File: src/rtl/camera_euler_rotation_update_assert.svh
// assertion macros for the camera rotation block
`ifndef CAMERA_EULER_ROTATION_UPDATE_ASSERT_SVH
`define CAMERA_EULER_ROTATION_UPDATE_ASSERT_SVH

// same-cycle implication, checked outside reset
`define CER_ASSERT_NOW(lbl, ante, cons, msg) \
   lbl: assert property (@(posedge clock) disable iff (reset) (ante) |-> (cons)) \
      else $error(msg);

// next-cycle implication, checked outside reset
`define CER_ASSERT_NEXT(lbl, ante, cons, msg) \
   lbl: assert property (@(posedge clock) disable iff (reset) (ante) |=> (cons)) \
      else $error(msg);

`endif

File: src/rtl/cer_pkg.sv
// types, constants and tables shared by the camera rotation block
`default_nettype none
package cer_pkg;

   localparam int OPW = 33;
   localparam int QF  = 30;
   localparam int PW  = 2 * OPW - QF;

   localparam longint PI_Q30      = 64'sd3373259426;
   localparam longint TWO_PI_Q30  = 64'sd6746518852;
   localparam longint HALF_PI_Q30 = 64'sd1686629713;
   localparam longint GAIN_Q30    = 64'sd652032874;
   localparam longint ONE_Q30     = 64'sd1073741824;
   localparam int     ATAN_STEPS  = 24;

   typedef enum logic [2:0] {
      SRC_SA  = 3'd0,
      SRC_CA  = 3'd1,
      SRC_SB  = 3'd2,
      SRC_CB  = 3'd3,
      SRC_SG  = 3'd4,
      SRC_CG  = 3'd5,
      SRC_TMP = 3'd6,
      SRC_ONE = 3'd7
   } src_type;

   typedef enum logic [2:0] {
      MD_TEMP = 3'd0,
      MD_SET  = 3'd1,
      MD_NEG  = 3'd2,
      MD_ADD  = 3'd3,
      MD_SUB  = 3'd4
   } mode_type;

   typedef struct packed {
      src_type    src_a;
      src_type    src_b;
      mode_type   mode;
      logic [3:0] dst;
   } step_type;

   localparam int NSTEPS = 17;

   // rotation matrix build program, dst is row*3+col
   function automatic step_type cer_step(input logic [4:0] n);
      step_type s;
      s = '{SRC_ONE, SRC_ONE, MD_TEMP, 4'd0};
      unique case (n)
         5'd0:  s = '{SRC_CG, SRC_SA, MD_TEMP, 4'd0};
         5'd1:  s = '{SRC_CA, SRC_SG, MD_SET,  4'd3};
         5'd2:  s = '{SRC_TMP, SRC_SB, MD_ADD, 4'd3};
         5'd3:  s = '{SRC_SA, SRC_SB, MD_TEMP, 4'd0};
         5'd4:  s = '{SRC_CA, SRC_CG, MD_SET,  4'd4};
         5'd5:  s = '{SRC_TMP, SRC_SG, MD_SUB, 4'd4};
         5'd6:  s = '{SRC_CA, SRC_CG, MD_TEMP, 4'd0};
         5'd7:  s = '{SRC_SA, SRC_SG, MD_SET,  4'd6};
         5'd8:  s = '{SRC_TMP, SRC_SB, MD_SUB, 4'd6};
         5'd9:  s = '{SRC_CA, SRC_SB, MD_TEMP, 4'd0};
         5'd10: s = '{SRC_CG, SRC_SA, MD_SET,  4'd7};
         5'd11: s = '{SRC_TMP, SRC_SG, MD_ADD, 4'd7};
         5'd12: s = '{SRC_CB, SRC_CG, MD_SET,  4'd0};
         5'd13: s = '{SRC_CB, SRC_SG, MD_NEG,  4'd1};
         5'd14: s = '{SRC_CB, SRC_SA, MD_NEG,  4'd5};
         5'd15: s = '{SRC_CA, SRC_CB, MD_SET,  4'd8};
         5'd16: s = '{SRC_SB, SRC_ONE, MD_SET, 4'd2};
         default: s = '{SRC_ONE, SRC_ONE, MD_TEMP, 4'd0};
      endcase
      return s;
   endfunction

   // truncated arctangent table, Q30
   function automatic logic [29:0] cer_atan(input logic [4:0] i);
      logic [29:0] v;
      v = '0;
      unique case (i)
         5'd0:  v = 30'd843314856;
         5'd1:  v = 30'd497837829;
         5'd2:  v = 30'd263043836;
         5'd3:  v = 30'd133525158;
         5'd4:  v = 30'd67021686;
         5'd5:  v = 30'd33543515;
         5'd6:  v = 30'd16775850;
         5'd7:  v = 30'd8388437;
         5'd8:  v = 30'd4194282;
         5'd9:  v = 30'd2097149;
         5'd10: v = 30'd1048575;
         5'd11: v = 30'd524287;
         5'd12: v = 30'd262143;
         5'd13: v = 30'd131071;
         5'd14: v = 30'd65535;
         5'd15: v = 30'd32767;
         5'd16: v = 30'd16383;
         5'd17: v = 30'd8191;
         5'd18: v = 30'd4095;
         5'd19: v = 30'd2047;
         5'd20: v = 30'd1023;
         5'd21: v = 30'd511;
         5'd22: v = 30'd255;
         5'd23: v = 30'd127;
         default: v = '0;
      endcase
      return v;
   endfunction

   // position row*4+col of the nth upper 3x3 entry
   function automatic logic [3:0] cer_inv_pos(input logic [3:0] f);
      logic [1:0] i;
      logic [3:0] j;
      i = (f >= 4'd6) ? 2'd2 : ((f >= 4'd3) ? 2'd1 : 2'd0);
      j = f - 4'({i, 1'b0}) - 4'(i);
      return {i, j[1:0]};
   endfunction

endpackage
`default_nettype wire

File: src/rtl/cer_mul.sv
// shared signed multiplier with registered Q30 floor
`default_nettype none
module cer_mul
   import cer_pkg::*;
(
   input  wire logic                  clock,
   input  wire logic signed [OPW-1:0] a,
   input  wire logic signed [OPW-1:0] b,
   output logic signed [PW-1:0]       p
);

   logic signed [2*OPW-1:0] prod;
   logic signed [PW-1:0]    p_ff;

   assign prod = a * b;

   always_ff @(posedge clock) begin
      p_ff <= prod[2*OPW-1:QF];
   end

   assign p = p_ff;

endmodule
`default_nettype wire

File: config.mk
export PLATFORM = sky130hd
export DESIGN_NAME = cer_mul
export DESIGN_NICKNAME = d
export VERILOG_FILES = /design/src/rtl/camera_euler_rotation_update_assert.svh /design/src/rtl/cer_pkg.sv /design/src/rtl/cer_mul.sv
export SDC_FILE = /design/constraint.sdc
export NUM_CORES = 2
export LEC_CHECK = 0
export ABC_AREA = 1
export BUFFER_PORTS_ARGS = -buffer_cell sky130_fd_sc_hd__clkbuf_2
export CAP_MARGIN = 20
export CORE_ASPECT_RATIO = 1.2
export CORE_MARGIN = 2
export CORE_UTILIZATION = 50
export CTS_CLUSTER_SIZE = 10
export DETAILED_ROUTE_END_ITERATION = 10
export PLACE_DENSITY = 0.66
export SYNTH_ARGS = -nofsm -noshare
export SYNTH_HDL_FRONTEND = slang
export SYNTH_SLANG_ARGS = --single-unit
File: constraint.sdc
create_clock -name clock -period 25.7 [get_ports clock]
set_input_delay 5.14 -clock clock [delete_from_list [all_inputs] [get_ports clock]]
set_output_delay 5.14 -clock clock [all_outputs]
set_load 0.02 [all_outputs]
### Yosys cells after proc, flatten, opt, wreduce, memory -nomap -nowiden

Cells that the tools add are included.

* multipliers: 1

Operators with widths (count)
* multiplier 33 x 33 -> 66 bit: 1

* output and inout bits: 36
* bits of input ports: 67
* logic and storage cells: 2
* register bits after elaboration: 36

### Logic depth before layout (Yosys ltp)

* word-level depth: 1
* depth in mapped cells: 33
* depth with buffers taken out: 31

### Least setup slack after synthesis

Ideal clock, no wire load.

* path type: input to register
* start: input a[32]
* end: register p_ff[29] (netlist: p[29])
* data required time: 25.588 ns
* setup slack: 13.680 ns
* path buffers: 2
* arrival time: 11.908 ns
* cell stages on the path: 24
* library setup time: 0.112 ns
* cell sequence: clkbuf_1 -> clkbuf_1 -> nand2_1 -> inv_1 -> fa_1 -> fa_1 -> fa_1 -> fa_1 -> inv_1 -> fa_1 -> fa_1 -> fa_1 -> fa_1 -> inv_1 -> ha_1 -> nand2_1 -> nor2_1 -> inv_1 -> nor2_1 -> inv_1 -> nor4_1 -> nand2_1 -> nand3_1 -> nand2_1

* word-level cells in the longest chain between the ends: 1

Ends and longest elaborated chain
* from (decl): RTL line cer_mul.sv:7 `input wire logic signed [OPW-1:0] a,`
* multiplier 33 x 33 -> 66 bit: RTL line cer_mul.sv:15 `assign prod = a * b;`
* net prod[59]: RTL line cer_mul.sv:12 `logic signed [2*OPW-1:0] prod;`
* to (signal assigned): RTL line cer_mul.sv:18 `p_ff <= prod[2*OPW-1:QF];`
* to (decl): RTL line cer_mul.sv:13 `logic signed [PW-1:0] p_ff;`

The timed path passes the listed nets, and every way through them passes these cells.

### Final worst setup path

* start: input b[6]
* end: register p_ff[27] (netlist: p[27])

* word-level cells in the longest chain between the ends: 1

Ends and longest elaborated chain
* from (decl): RTL line cer_mul.sv:8 `input wire logic signed [OPW-1:0] b,`
* multiplier 33 x 33 -> 66 bit: RTL line cer_mul.sv:15
* net prod[57]: RTL line cer_mul.sv:12

The timed path passes the listed nets, and every way through them passes these cells.

==> results.toml <==
[status]
run_status = "finished, final reports clean"

[die]
core.rowCount = 116
design.portCount = 103
start_util_pct = 50.3
die_width_um = 268
floorplan.die.height_um = 320
floorplan.die_area_um2 = 85800
floorplan.core_area_um2 = 83000

[logic_synthesis]
synth-seq-area-share_pct = 1.73
synthArstFlopShare_pct = 0
yosys.cell_count.top_type = "inv_1"
synth_area_um2 = 41700
ys_dominant_reg_cell = "dfxtp_1"
synth_cells = 5358
synth.top_cell.area_share_pct = 54.9
synth_top_cells_by_count = "inv_1 (1822), nand2_1 (1418), fa_1 (1144), clkbuf_1 (257), ha_1 (212)"
number_of_storage_elements_in_the_synthesis_netlist = 36
netlist-cell-type-count = 33
synth_largest_area_cell = "fa_1"
synth.avg_cell_area_um2 = 7.79
syn_nets = 6781
synth_area_leaders = "fa_1 (55%), inv_1 (16%), nand2_1 (13%)"
synth_warnings = 0
number_of_enable_flip_flop_cells_after_synthesis = 0

[sta]
setup_viol_count_final = 0
setup_total_negative_slack_ns = 0
worst_slew_margin_rel_pct = 22.6
layout_min_cycle_time_ns = 13.03
tightestPinTransition_ns = 1.16
timing_hold_violations_final = 0
timing.final.max_slew_violations = 0
grt_setup_unrepaired = "no"
achievable-frequency_ghz = 0.0768
min_period_over_period_pct = 50.7

[clock_tree]
numCtsBuffers = 5
root_buffer = "clkbuf_16"
cts_hold_buffers = 0
cts_setup_buffers = 0
tritoncts = "built"
clk_transition_reported_paths_ns = 0.06
clock_tree.buffer_depth = 2
ctsHtreeMaxLevel = 2
ctsResizeCount = 0
cts.sink_count = 36

[global_route]
antenna_found_initial = 6
first_global_vias = 35496
grt_use_met2_pct = 54.0
grt_pass1_wl_um = 189000
combined_global_route_utilization_of_all_metal_layers_pct = 28.7
global_route.usage.met3_pct = 2.86
grtUsageMet1_pct = 32.6
grt_max_degree = 35
remaining_global_route_overflow = 0
globalRoute.busiestLayer = "met2"

[worst_setup_path]
crit_path_end_kind = "flip-flop"
biggest_fanout_along_the_worst_timing_path = 33
critical_path_class = "input port to flip-flop"
crit_path_frequent_cell = "fa_1"
critical_path_required_ns = 25.89
cp_num_buf_inv = 7
critical_path.slowest_cell = "fa_1"
worst_setup_path_start_kind = "input port"
path_depth = 25
critical_path.max_stage_delay_ns = 1.20
crit_arrival_ns = 13.21
worst_path_dominant_cell_family = "adder cells"

[routing]
finalWirelength_um = 115000
viasPerCell = 4.99
drt-pass1-iter-count = 6
route.vias.total = 31700
route.antenna.remaining_nets = 0
drt_iter0_markers = 1919
number_of_design_rule_violations_left_after_detail_routing = 0
drt-wirelength-per-cell_um = 18.1

[placement]
buffer_ports.inserted = 102
half_perimeter_wire_length_after_placement_um = 95900
gp_congestion = 0.985

[cells_and_area]
largest_register_ff_count = 36
area.growth.synth_to_final_pct = 3.03
drive_above_1_share_pct = 3.54
n_fill_cell = 8175
nets = 6652

[flow_run]
maxCapViolations = 0

[worst_hold_path]
timing.hold.worst_path_depth = 9
min-delay-path-class = "input port to flip-flop"
## path summary, 6_finish.rpt
path	from	end	slack (ns)
max	b[6]	p[27]$_DFF_P_	12.67
min	b[1]	p[24]$_DFF_P_	5.85
## cell families (layout without fill, tap and decap cells)
family,Yosys count,after routing,share of synthesized area [%]
buf+inv,2100,1972,18.9
simple gates,1700,1700,15.9
fa+ha+maj,1356,1356,61.2
compound gates,153,153,1.93
flops,36,36,1.73
xor+xnor,13,13,0.273
other cells,0,2,0
## layer usage
| metal | share of wire [%] | routed length (um) |
|---|---|---|
| met5 | 0.032 | 37 |
| met4 | 5.4 | 6200 |
| met3 | 5.0 | 5780 |
| met2 | 54 | 62000 |
| met1 | 36 | 40900 |
## placed cells by master, fill, tap and decap left out, drive strengths merged, types with 25 or more instances in the layout
cell	netlist	final
a21oi	86	86
buf	6	25
clkbuf	257	107
dfxtp	36	36
fa	1144	1144
ha	212	212
inv	1837	1837
nand2	1426	1426
nand3	60	60
nor2	175	175
o21ai	52	52
## final cells by class
cell class | count | area [um^2] | area share (%)
inverters | 1837 | 6900 | 16.0
diodes | 2 | 5.00 | 0.0116
multi-input cells | 3222 | 33100 | 77.0
flip-flops and latches | 36 | 721 | 1.68
clock buffers | 5 | 125 | 0.291
well taps | 1121 | 1400 | 3.26
repair buffers | 127 | 706 | 1.64
clock inverters | 3 | 18.8 | 0.0437
## per-stage QoR
stage	hold WS [ns]	setup slack (ns)	area (um^2)	cells	utilization, %
2_1_floorplan	5.48	13.68	41700	5358	-
3_3_place_gp	5.55	12.52	42800	6342	51.6
3_5_place_dp	5.56	12.37	42800	6342	51.6
4_1_cts	5.84	12.66	43000	6350	51.8
5_1_grt	5.88	12.20	43000	6352	51.8
6_report	5.85	12.67	43000	6353	51.8
Power is left out: the tool's default activity adds up to more than one toggle a clock period on the data nets, which glitch-free logic cannot reach.
